$ cat src/rtl/smd_pkg.sv
// Package for the SHA-1 message digest unit: state codes, control structs,
// initial hash words, round constants and rotate helpers.
// No dependencies.
`timescale 1ns / 1ps

package smd_pkg;

    typedef logic [4:0][31:0] words5_t;

    localparam words5_t H_INIT = '{
        4: 32'hC3D2E1F0,
        3: 32'h10325476,
        2: 32'h98BADCFE,
        1: 32'hEFCDAB89,
        0: 32'h67452301
    };

    localparam logic [31:0] K_00_19 = 32'h5A827999;
    localparam logic [31:0] K_20_39 = 32'h6ED9EBA1;
    localparam logic [31:0] K_40_59 = 32'h8F1BBCDC;
    localparam logic [31:0] K_60_79 = 32'hCA62C1D6;

    localparam logic [7:0] PAD_BYTE  = 8'h80;
    localparam logic [5:0] LEN_POS   = 6'd56;
    localparam logic [5:0] LAST_POS  = 6'd63;
    localparam logic [6:0] LAST_T    = 7'd79;
    localparam logic [6:0] SCHED_T   = 7'd16;
    localparam logic [2:0] LAST_IDX  = 3'd4;

    typedef enum logic [3:0] {
        ST_IDLE,
        ST_RD1,
        ST_RD2,
        ST_RND,
        ST_FIN,
        ST_PAD80,
        ST_PADZ,
        ST_PADLEN,
        ST_OUT
    } state_t;

    typedef struct packed {
        logic        load;
        logic        round;
        logic        fin;
        logic        clear;
        logic [6:0]  t;
    } cmp_ctl_t;

    typedef struct packed {
        logic        we;
        logic [3:0]  waddr;
        logic [31:0] wdata;
        logic [3:0]  raddr0;
        logic [3:0]  raddr1;
    } ram_req_t;

    function automatic logic [31:0] rotl1(input logic [31:0] v);
        return {v[30:0], v[31]};
    endfunction

    function automatic logic [31:0] rotl5(input logic [31:0] v);
        return {v[26:0], v[31:27]};
    endfunction

    function automatic logic [31:0] rotl30(input logic [31:0] v);
        return {v[1:0], v[31:2]};
    endfunction

endpackage

$ cat src/rtl/smd_in_if.sv
// Input channel of the SHA-1 message digest unit: one message byte a word.
// No dependencies.
`timescale 1ns / 1ps

interface smd_in_if;
    logic       valid;
    logic       ready;
    logic [7:0] data_byte;
    logic       has_byte;
    logic       end_of_message;

    modport source (output valid, output data_byte, output has_byte,
                    output end_of_message, input ready);
    modport sink   (input valid, input data_byte, input has_byte,
                    input end_of_message, output ready);
endinterface

$ cat src/rtl/smd_out_if.sv
// Output channel of the SHA-1 message digest unit: one digest word a word.
// No dependencies.
`timescale 1ns / 1ps

interface smd_out_if;
    logic        valid;
    logic        ready;
    logic [31:0] digest_word;
    logic [2:0]  word_index;
    logic        last_word;

    modport source (output valid, output digest_word, output word_index,
                    output last_word, input ready);
    modport sink   (input valid, input digest_word, input word_index,
                    input last_word, output ready);
endinterface

$ cat src/rtl/sha1_message_digest_unit.sv
// SHA-1 message digest unit: byte packer, block sequencer and digest output.
// Depends on smd_pkg, smd_in_if, smd_out_if, smd_window_ram, smd_compress.
//
// Takes one byte per cycle while a block fills. The byte that completes a
// 64-byte block holds the input off while the block is compressed: the
// 16-word window sits in a two-read-port RAM, so rounds 0-15 read their
// word in ST_RD1 and rounds 16-79 read the four schedule taps in ST_RD1
// and ST_RD2, each before ST_RND runs the round; ST_FIN then folds the
// working variables into the chain. An end-of-message word then leads
// through each padding and length byte in turn, with a pause on reaching
// the length field, plus one or two block compressions, before the five
// digest words appear, H0 first, one per cycle as the sink takes them. The
// next message starts from the initial hash after the last word is taken.
`timescale 1ns / 1ps

module sha1_message_digest_unit
(
    input  logic     clk,
    input  logic     rst_n,
    smd_in_if.sink   data_in,
    smd_out_if.source digest_out
);

    smd_pkg::state_t   state_reg;
    smd_pkg::state_t   state_next;
    smd_pkg::state_t   ret_reg;
    smd_pkg::state_t   ret_next;
    logic [6:0]        t_reg;
    logic [6:0]        t_next;
    logic [5:0]        pos_reg;
    logic [5:0]        pos_next;
    logic [63:0]       bit_length_reg;
    logic [63:0]       bit_length_next;
    logic [2:0]        idx_reg;
    logic [2:0]        idx_next;
    logic [31:0]       acc_reg;
    logic [31:0]       acc_next;
    logic [31:0]       x_reg;

    logic              in_acc;
    logic              out_acc;
    logic              put_en;
    logic [7:0]        put_data;
    logic              full;
    logic [7:0]        len_byte;
    logic [4:0]        byte_sh;
    logic [5:0]        len_sh;
    logic              sched;
    logic [31:0]       rd_data0;
    logic [31:0]       rd_data1;
    logic [31:0]       w;
    smd_pkg::ram_req_t req;
    smd_pkg::cmp_ctl_t ctl;
    smd_pkg::words5_t  chain;

    assign in_acc   = data_in.valid && data_in.ready;
    assign out_acc  = digest_out.valid && digest_out.ready;
    assign full     = (pos_reg == smd_pkg::LAST_POS);
    assign sched    = (t_reg >= smd_pkg::SCHED_T);
    assign len_sh   = {~pos_reg[2:0], 3'b000};
    assign len_byte = 8'(bit_length_reg >> len_sh);
    assign byte_sh  = {~pos_reg[1:0], 3'b000};
    assign w        = sched ? smd_pkg::rotl1(x_reg ^ rd_data0 ^ rd_data1) : rd_data0;

    // next state
    always_comb
    begin
        state_next = state_reg;
        ret_next   = ret_reg;
        unique case (state_reg)
            smd_pkg::ST_IDLE:
            begin
                if (in_acc)
                begin
                    if (data_in.has_byte && full)
                    begin
                        state_next = smd_pkg::ST_RD1;
                        ret_next   = data_in.end_of_message ? smd_pkg::ST_PAD80
                                                            : smd_pkg::ST_IDLE;
                    end
                    else if (data_in.end_of_message)
                    begin
                        state_next = smd_pkg::ST_PAD80;
                    end
                end
            end
            smd_pkg::ST_RD1:
            begin
                state_next = sched ? smd_pkg::ST_RD2 : smd_pkg::ST_RND;
            end
            smd_pkg::ST_RD2:
            begin
                state_next = smd_pkg::ST_RND;
            end
            smd_pkg::ST_RND:
            begin
                state_next = (t_reg == smd_pkg::LAST_T) ? smd_pkg::ST_FIN
                                                        : smd_pkg::ST_RD1;
            end
            smd_pkg::ST_FIN:
            begin
                state_next = ret_reg;
            end
            smd_pkg::ST_PAD80:
            begin
                state_next = full ? smd_pkg::ST_RD1 : smd_pkg::ST_PADZ;
                ret_next   = smd_pkg::ST_PADZ;
            end
            smd_pkg::ST_PADZ:
            begin
                if (pos_reg == smd_pkg::LEN_POS)
                begin
                    state_next = smd_pkg::ST_PADLEN;
                end
                else if (full)
                begin
                    state_next = smd_pkg::ST_RD1;
                    ret_next   = smd_pkg::ST_PADZ;
                end
            end
            smd_pkg::ST_PADLEN:
            begin
                if (full)
                begin
                    state_next = smd_pkg::ST_RD1;
                    ret_next   = smd_pkg::ST_OUT;
                end
            end
            smd_pkg::ST_OUT:
            begin
                if (out_acc && idx_reg == smd_pkg::LAST_IDX)
                begin
                    state_next = smd_pkg::ST_IDLE;
                end
            end
            default:
            begin
                state_next = smd_pkg::ST_IDLE;
            end
        endcase
    end

    // outputs
    always_comb
    begin
        data_in.ready    = 1'b0;
        digest_out.valid = 1'b0;
        put_en           = 1'b0;
        put_data         = data_in.data_byte;
        ctl              = '0;
        ctl.t            = t_reg;
        req.raddr0       = t_reg[3:0];
        req.raddr1       = t_reg[3:0] - 4'd3;
        unique case (state_reg)
            smd_pkg::ST_IDLE:
            begin
                data_in.ready = 1'b1;
                put_en        = data_in.valid && data_in.has_byte;
            end
            smd_pkg::ST_RD1:
            begin
            end
            smd_pkg::ST_RD2:
            begin
                req.raddr0 = t_reg[3:0] - 4'd8;
                req.raddr1 = t_reg[3:0] - 4'd14;
            end
            smd_pkg::ST_RND:
            begin
                ctl.round = 1'b1;
            end
            smd_pkg::ST_FIN:
            begin
                ctl.fin = 1'b1;
            end
            smd_pkg::ST_PAD80:
            begin
                put_en   = 1'b1;
                put_data = smd_pkg::PAD_BYTE;
            end
            smd_pkg::ST_PADZ:
            begin
                put_en   = (pos_reg != smd_pkg::LEN_POS);
                put_data = 8'h00;
            end
            smd_pkg::ST_PADLEN:
            begin
                put_en   = 1'b1;
                put_data = len_byte;
            end
            smd_pkg::ST_OUT:
            begin
                digest_out.valid = 1'b1;
                ctl.clear        = digest_out.ready && (idx_reg == smd_pkg::LAST_IDX);
            end
            default:
            begin
            end
        endcase
        ctl.load = put_en && full;

        acc_next = ((pos_reg[1:0] == 2'd0) ? 32'h0 : acc_reg)
                 | (32'(put_data) << byte_sh);

        req.we    = 1'b0;
        req.waddr = pos_reg[5:2];
        req.wdata = acc_next;
        if (put_en && pos_reg[1:0] == 2'd3)
        begin
            req.we = 1'b1;
        end
        else if (state_reg == smd_pkg::ST_RND && sched)
        begin
            req.we    = 1'b1;
            req.waddr = t_reg[3:0];
            req.wdata = w;
        end
    end

    // counters
    always_comb
    begin
        pos_next        = pos_reg;
        t_next          = t_reg;
        bit_length_next = bit_length_reg;
        idx_next        = idx_reg;
        if (put_en)
        begin
            pos_next = pos_reg + 6'd1;
        end
        if (ctl.load)
        begin
            t_next = 7'd0;
        end
        else if (ctl.round)
        begin
            t_next = t_reg + 7'd1;
        end
        if (state_reg == smd_pkg::ST_IDLE && in_acc && data_in.has_byte)
        begin
            bit_length_next = bit_length_reg + 64'd8;
        end
        if (out_acc)
        begin
            idx_next = idx_reg + 3'd1;
        end
        if (ctl.clear)
        begin
            pos_next        = 6'd0;
            bit_length_next = 64'd0;
            idx_next        = 3'd0;
        end
    end

    always_ff @(posedge clk or negedge rst_n)
    begin
        if (!rst_n)
        begin
            state_reg      <= smd_pkg::ST_IDLE;
            ret_reg        <= smd_pkg::ST_IDLE;
            t_reg          <= 7'd0;
            pos_reg        <= 6'd0;
            bit_length_reg <= 64'd0;
            idx_reg        <= 3'd0;
        end
        else
        begin
            state_reg      <= state_next;
            ret_reg        <= ret_next;
            t_reg          <= t_next;
            pos_reg        <= pos_next;
            bit_length_reg <= bit_length_next;
            idx_reg        <= idx_next;
        end
    end

    // hold the partial word and the first schedule pair
    always_ff @(posedge clk)
    begin
        if (put_en)
        begin
            acc_reg <= acc_next;
        end
        if (state_reg == smd_pkg::ST_RD2)
        begin
            x_reg <= rd_data0 ^ rd_data1;
        end
    end

    smd_window_ram u_ram
    (
        .clk      (clk),
        .req      (req),
        .rd_data0 (rd_data0),
        .rd_data1 (rd_data1)
    );

    smd_compress u_compress
    (
        .clk   (clk),
        .rst_n (rst_n),
        .ctl   (ctl),
        .w     (w),
        .chain (chain)
    );

    assign digest_out.digest_word = chain[idx_reg];
    assign digest_out.word_index  = idx_reg;
    assign digest_out.last_word   = (idx_reg == smd_pkg::LAST_IDX);

endmodule

$ cat src/rtl/smd_window_ram.sv
// Message window memory: 16 x 32, one write port, two registered read ports.
// Depends on smd_pkg.
`timescale 1ns / 1ps

module smd_window_ram
(
    input  logic              clk,
    input  smd_pkg::ram_req_t req,
    output logic [31:0]       rd_data0,
    output logic [31:0]       rd_data1
);

    logic [31:0] mem [16];

    always_ff @(posedge clk)
    begin
        if (req.we)
        begin
            mem[req.waddr] <= req.wdata;
        end
        rd_data0 <= mem[req.raddr0];
        rd_data1 <= mem[req.raddr1];
    end

endmodule

$ cat src/rtl/smd_compress.sv
// SHA-1 round datapath: working variables, chain value and the round function.
// Depends on smd_pkg.
`timescale 1ns / 1ps

module smd_compress
(
    input  logic              clk,
    input  logic              rst_n,
    input  smd_pkg::cmp_ctl_t ctl,
    input  logic [31:0]       w,
    output smd_pkg::words5_t  chain
);

    smd_pkg::words5_t wv_reg;
    smd_pkg::words5_t wv_next;
    smd_pkg::words5_t chain_reg;
    smd_pkg::words5_t chain_next;
    logic [31:0]      f;
    logic [31:0]      k;
    logic [31:0]      tmp;

    always_comb
    begin
        if (ctl.t < 7'd20)
        begin
            f = (wv_reg[1] & wv_reg[2]) | (~wv_reg[1] & wv_reg[3]);
            k = smd_pkg::K_00_19;
        end
        else if (ctl.t < 7'd40)
        begin
            f = wv_reg[1] ^ wv_reg[2] ^ wv_reg[3];
            k = smd_pkg::K_20_39;
        end
        else if (ctl.t < 7'd60)
        begin
            f = (wv_reg[1] & wv_reg[2]) | (wv_reg[1] & wv_reg[3])
              | (wv_reg[2] & wv_reg[3]);
            k = smd_pkg::K_40_59;
        end
        else
        begin
            f = wv_reg[1] ^ wv_reg[2] ^ wv_reg[3];
            k = smd_pkg::K_60_79;
        end
        tmp = smd_pkg::rotl5(wv_reg[0]) + f + wv_reg[4] + k + w;
    end

    always_comb
    begin
        wv_next    = wv_reg;
        chain_next = chain_reg;
        if (ctl.load)
        begin
            wv_next = chain_reg;
        end
        else if (ctl.round)
        begin
            wv_next[4] = wv_reg[3];
            wv_next[3] = wv_reg[2];
            wv_next[2] = smd_pkg::rotl30(wv_reg[1]);
            wv_next[1] = wv_reg[0];
            wv_next[0] = tmp;
        end
        if (ctl.clear)
        begin
            chain_next = smd_pkg::H_INIT;
        end
        else if (ctl.fin)
        begin
            for (int i = 0; i < 5; i++)
            begin
                chain_next[i] = chain_reg[i] + wv_reg[i];
            end
        end
    end

    always_ff @(posedge clk)
    begin
        wv_reg <= wv_next;
    end

    always_ff @(posedge clk or negedge rst_n)
    begin
        if (!rst_n)
        begin
            chain_reg <= smd_pkg::H_INIT;
        end
        else
        begin
            chain_reg <= chain_next;
        end
    end

    assign chain = chain_reg;

endmodule

$ cat src/flat_wrapper.sv
// flat-port wrapper written by rule: the top's interface ports become plain ports
module sha1_message_digest_unit_flat 
  (clk, rst_n, data_in_valid, data_in_data_byte, data_in_has_byte, data_in_end_of_message, data_in_ready, digest_out_valid, digest_out_digest_word, digest_out_word_index, digest_out_last_word, digest_out_ready);
  smd_in_if data_in_i ();
  smd_out_if digest_out_i ();
  input  logic clk;
  input  logic rst_n;
  input wire logic [$bits(data_in_i.valid)-1:0] data_in_valid;
  input wire logic [$bits(data_in_i.data_byte)-1:0] data_in_data_byte;
  input wire logic [$bits(data_in_i.has_byte)-1:0] data_in_has_byte;
  input wire logic [$bits(data_in_i.end_of_message)-1:0] data_in_end_of_message;
  output wire logic [$bits(data_in_i.ready)-1:0] data_in_ready;
  output wire logic [$bits(digest_out_i.valid)-1:0] digest_out_valid;
  output wire logic [$bits(digest_out_i.digest_word)-1:0] digest_out_digest_word;
  output wire logic [$bits(digest_out_i.word_index)-1:0] digest_out_word_index;
  output wire logic [$bits(digest_out_i.last_word)-1:0] digest_out_last_word;
  input wire logic [$bits(digest_out_i.ready)-1:0] digest_out_ready;
  assign data_in_i.valid = data_in_valid;
  assign data_in_i.data_byte = data_in_data_byte;
  assign data_in_i.has_byte = data_in_has_byte;
  assign data_in_i.end_of_message = data_in_end_of_message;
  assign data_in_ready = data_in_i.ready;
  assign digest_out_valid = digest_out_i.valid;
  assign digest_out_digest_word = digest_out_i.digest_word;
  assign digest_out_word_index = digest_out_i.word_index;
  assign digest_out_last_word = digest_out_i.last_word;
  assign digest_out_i.ready = digest_out_ready;
  sha1_message_digest_unit u_core (.clk(clk), .rst_n(rst_n), .data_in(data_in_i), .digest_out(digest_out_i));
endmodule
$ cat config.mk
export PLATFORM = sky130hd
export DESIGN_NAME = sha1_message_digest_unit_flat
export DESIGN_NICKNAME = d
export VERILOG_FILES = /design/src/rtl/smd_pkg.sv /design/src/rtl/smd_in_if.sv /design/src/rtl/smd_out_if.sv /design/src/rtl/sha1_message_digest_unit.sv /design/src/rtl/smd_window_ram.sv /design/src/rtl/smd_compress.sv /design/src/flat_wrapper.sv
export SDC_FILE = /design/constraint.sdc
export NUM_CORES = 2
export LEC_CHECK = 0
export ABC_AREA = 0
export BUFFER_PORTS_ARGS = -buffer_cell sky130_fd_sc_hd__buf_2
export CAP_MARGIN = 20
export CORE_MARGIN = 8
export CORE_UTILIZATION = 43
export CTS_CLUSTER_DIAMETER = 50
export DETAILED_ROUTE_END_ITERATION = 8
export PLACE_DENSITY_LB_ADDON = 0.05
export SETUP_SLACK_MARGIN = 0.1
export SYNTH_ARGS = -nofsm -noshare
export SYNTH_HDL_FRONTEND = slang
export SYNTH_SLANG_ARGS = --single-unit
$ cat constraint.sdc
create_clock -name clk -period 21.7 [get_ports clk]
set_input_delay 4.34 -clock clk [delete_from_list [all_inputs] [get_ports clk]]
set_output_delay 4.34 -clock clk [all_outputs]
set_load 0.02 [all_outputs]
Word level (Yosys, flattened, before mapping)
Memory sizes are Yosys's and may differ from the RTL's. A register that Yosys moved wholly into a read port is not among the register bits. Cells that the tools add are included.

Register bits: 472. Memories: 1. Logic and storage cells: 153. Output and inout bits: 38. Input bits: 14. Bits in writable memories: 512.

Memory list: u_core.u_ram.mem (depth 16, width 32, rd ports 2, clocked after Yosys merged registers in 2, write ports 1, line smd_window_ram.sv:13) `logic [31:0] mem [16];`.

Reductions and logical operators: 22. Equality and inequality tests: 21. $add $sub $neg: 16. $lt $le $gt $ge: 5. Bitwise logic cells: 16. Shift-type cells: 2. Mux-type cells: 52.

Operators by type and width (number): $mux 160 (4); $add 32x32->32 (9); $mux 32 (8); $xor 32x32->32 (5); $and 32x32->32 (4); $mux 64 (2); $or 32x32->32 (4); $bmux 32 s3 (1); $add 64x4->64 const B (1); $shr 64x6->8 (1); $mux 4 (11); $mux 37 (1); $mux 36 (1); $pmux 4 s9 (1); $not 32->32 (1); $shl 8x5->32 (1); $mux 31 (1); $pmux 8 s3 (1); $eq 4x3->1 const B (4); $pmux 4 s4 (1); $mux 3 (5); $lt 7x6->1 const B (2); $mux 7 (2); $eq 6x6->1 const B (2); 32 further kinds (61).

Depth between registers and ports, before layout
Word-level depth: 12. Mapped depth: 25. Mapped depth without buffers: 24.

Modules after synthesis
From an unflattened synthesis, not the netlist that was laid out.

Cell total of the unflattened synthesis: 4920. Area, all modules: 60605.6 sq um.

By module, submodules not included: smd_compress (times used 1, area an instance 25976.2 sq um, cells an instance 2634, seq. area each 8908.5 sq um); smd_window_ram (times used 1, area an instance 24203.2 sq um, cells an instance 1141, seq. area each 16656.0 sq um); sha1_message_digest_unit (times used 1, area an instance 10426.2 sq um, cells an instance 1145, seq. area each 4048.9 sq um).

Worst setup path before layout
Ideal clock, no wire load.

Path kind: in2reg. Start point: input port data_in_valid. End point: register u_core.u_compress.wv_reg[0] (netlist name) (enable). Setup time: 0.526 ns. Buffers on the path: 2. Data required time: 21.174 ns. Path slack: 10.565 ns. Arrival time: 10.609 ns. Stages: 6. Cell sequence: nand2_1 o22ai_1 nand2_1 clkbuf_1 clkbuf_1 nand2_1.

Cells in the longest elaborated chain, start to end: 4.

RTL lines: start: declaration (line flat_wrapper.sv:8) `input wire logic [$bits(data_in_i.valid)-1:0] data_in_valid;`; $logic_and 1x1->1 (line sha1_message_digest_unit.sv:158) `put_en = data_in.valid && data_in.has_byte;`; $pmux 1 s3 (line sha1_message_digest_unit.sv:154) `unique case (state_reg)`; via u_core.put_en (line sha1_message_digest_unit.sv:42) `logic put_en;`; $logic_and 1x1->1 (line sha1_message_digest_unit.sv:200) `ctl.load = put_en && full;`; $reduce_bool 2->1 (no source line); end signal: assignment (line smd_compress.sv:79) `wv_reg <= wv_next;`; end: declaration (line smd_compress.sv:14) `smd_pkg::words5_t wv_reg;`.

The timed path passes the listed nets, and every way through them passes these cells. A chain may end at the register's enable or synchronous reset.

==> impl_metrics.ini <==
[status]
status = finished clean

[route]
wl_per_cell_um = 26.1
drt-total-wl_mm = 180
vias_per_cell = 5.82
drc = 0
ant_nets = 0
drt_iter0_markers = 2831
drtPass1Iterations = 8
via_count = 40121

[hold_path]
worstHoldPathType = reg2reg
min_from = u_core.ret_reg[2]

[critical_path]
r2r_slack_ns = 14.12
worstPathArrival_ns = 8.07
reg2reg_to = u_core.u_compress.wv_reg[31]
endpoint = u_core.u_compress.wv_reg[31]
worst_path_max_delay_cell = dfrtp_4
startpoint_type = flip-flop
regToRegStartpoint = u_core.t_reg[2]
critPathLaunch = u_core.t_reg[2]
cp_slowest_stage_delay_ns = 1.12
required_ns = 22.19
ff2ff_path_depth = 24
end_kind = flip-flop
worstPathMaxFanout = 39
critical_path_class = reg2reg
cp_cell_sequence = a41oi_1 > buf_4 > and2_1 > buf_4 > nor2_2 > buf_4 > a221oi_1 > fa_1 > fa_1 > inv_1 > ha_1 > inv_1 > fa_1 > nor2b_1 > o311ai_0 > a31o_2 > a21oi_1 > o21a_1 > a22oi_1 > o21ai_0 > or4_1 > a31oi_1 > xnor2_1 > a21oi_1

[sta]
fin_crit_ns = 7.58
finalCritPeriodShare = 0.349
setup_viol = 0
maxSlewViolCount = 0
skew_ns = 0.0392
worstMarginPinSlew_ns = 1.21
maxSlewHeadroom = 0.181
hold_viol = 0
fin_ws_ns = 14.12
rsz0062_at_grt = false
fmax_mhz = 132
finalSetupTns_ns = 0

[synthesis]
synth-edff-count = 736
yosysMostFrequentCell = edfxtp_1
synthTopCellsByCount = 736 x edfxtp_1, 571 x nand2_1, 335 x nor2_1, 334 x a21oi_1
synth_cells = 4905
synth_area_leaders = edfxtp_1 37%, mux4_2 11%, dfrtp_1 7.0%
synth_nets = 5245
ys_warn_count = 0
ys_seq_area_frac = 0.501
synth.largest_area_cell = edfxtp_1
avgSynthCellArea_sq_um = 12.1
yosys.cell_types.count = 84
yosys.area.top_type_share = 0.374
synth_flop_cell = edfxtp_1
async_reset_ff_frac = 0.234
ys_ff_latch = 1045
syn-cell-area_sq_um = 59200

[clock_tree]
cts_max_level = 4
ctsHoldBuffers = 0
post-cts-setup-buffers = 0
cts.clk_slew.worst_paths_ns = 0.06
cts-buffers-inserted = 153
cts_resized = 0
clock_latency_ns = 0.79
cts_sinks = 1045
cts_tree = done
root_buffer = clkbuf_16
cts_buffer_depth = 3

[grt]
grt_overflow_total = 0
grt_max_degree = 137
grt_pass1_vias = 40599
grt_use_total = 0.237
antenna_found_initial = 2
grt_pass1_wl_mm = 267

[die]
die_area_sq_um = 150000
die_w_um = 387
rows = 136
core-area_sq_um = 137000
io-pin-count = 52
fp.dieH_um = 387
start_util = 0.432

[power]
p_seq_frac = 0.454
p_leak_nw = 24.3
ir_drop_mv = 0.0601
p_switching_mw = 1.00
powerDensity_nw_per_um2 = 69.7
internal_power_mw = 3.67
swShare = 0.215
clockPowerShare = 0.541
comb_power_share = 0.005

[finish]
fin_cells = 6895
largest_reg_flops = 512
nets = 5308
syn_to_final_growth_pct = 13.3
layout-drive-gt1-share = 0.168
diodes = 0
nFillCells = 12218

[placement]
dpl.cell_count = 6596
pre_cts_slack_ns = 13.39
hpwl_mm = 118
gp_congestion = 0.894
port_buffers = 51

[run]
max-cap-violations = 0
[per-layer routing]
layer	track usage	vias to the layer above	wire length, um
met3	0.0343	289	8230
met1	0.325	20438	80400
met5	0	-	21
met2	0.381	1011	84100
met4	0.0907	4	7140
li1	-	18379	-
[layout by cell type, fill, tap and decap left out, types with 80 or more instances in the layout]
| cell | synthesis | final |
|---|---|---|
| edfxtp_1 | 736 | 736 |
| nand3_1 | 94 | 94 |
| inv_1 | 225 | 225 |
| dfrtp_1 | 165 | 159 |
| nor2_1 | 335 | 314 |
| clkbuf_16 | 0 | 158 |
| ha_1 | 201 | 201 |
| nand2_1 | 571 | 567 |
| xor2_1 | 143 | 142 |
| o21ai_0 | 302 | 302 |
| xnor2_1 | 138 | 136 |
| buf_4 | 0 | 95 |
| a21o_1 | 83 | 83 |
| dfstp_2 | 80 | 80 |
| mux2i_1 | 136 | 136 |
| a21oi_1 | 334 | 333 |
| fa_1 | 125 | 125 |
| mux4_2 | 302 | 302 |
[logic make-up after synthesis]
| kind of cell | synth area share |
|---|---|
| compound gates | 0.106 |
| xor+xnor | 0.0416 |
| fa+ha+maj | 0.0848 |
| buf+inv | 0.0306 |
| flops | 0.501 |
| mux | 0.139 |
| simple gates | 0.0974 |
[cell type report]
type	count	area [sq um]	area share
Clock buffer	199	4230	0.0631
Clock inverter	89	1000	0.0149
Inverter	226	848	0.0127
Multi-Input combinational cell	3390	28000	0.418
Sequential cell	1045	29600	0.442
Tap cell	1794	2240	0.0335
Timing Repair Buffer	152	1070	0.0159
[power by group through the flow]
stage / Clock [mW] / Combinational [mW] / Sequential [mW]
6_report: 2.53 / 0.0235 / 2.12
5_1_grt: 2.66 / 0.0263 / 2.12
4_1_cts: 2.59 / 0.0241 / 2.12
3_5_place_dp: 0 / 0.0240 / 2.16
3_3_place_gp: 0 / 0.0239 / 2.16
2_1_floorplan: 0 / 0.00435 / 2.16
[critical path, delay by kind of cell, from the launching register on]
kind,cells,cell delay [ns]
flops,1,1.12
fa+ha+maj,4,1.46
compound gates,10,2.76
buf+inv,5,1.01
simple gates,4,0.75
xor+xnor,1,0.15
[metrics by stage]
stage / util / instance area [sq um] / total power [mW] / hold WS, ns
after floorplan: - / 59200 / 2.16 / 0.449
after global placement: 0.450 / 61600 / 2.18 / 0.471
after detailed placement: 0.451 / 61700 / 2.18 / 0.477
after CTS: 0.489 / 67000 / 4.73 / 0.493
after global routing: 0.489 / 67000 / 4.80 / 0.494
final: 0.489 / 67000 / 4.68 / 0.491
[how the worst min path moves through the flow]
stage / to / slack, ns / cells after the start
5_1_grt: u_core.ret_reg[3] / 0.49 / 2
2_1_floorplan: u_core.ret_reg[1] / 0.45 / 2
3_5_place_dp: u_core.ret_reg[1] / 0.48 / 2
4_1_cts: u_core.ret_reg[3] / 0.49 / 2
3_3_place_gp: u_core.ret_reg[3] / 0.47 / 2
6_report: u_core.ret_reg[2] / 0.49 / 2
Note: power is estimated with default switching activity, not from simulation.
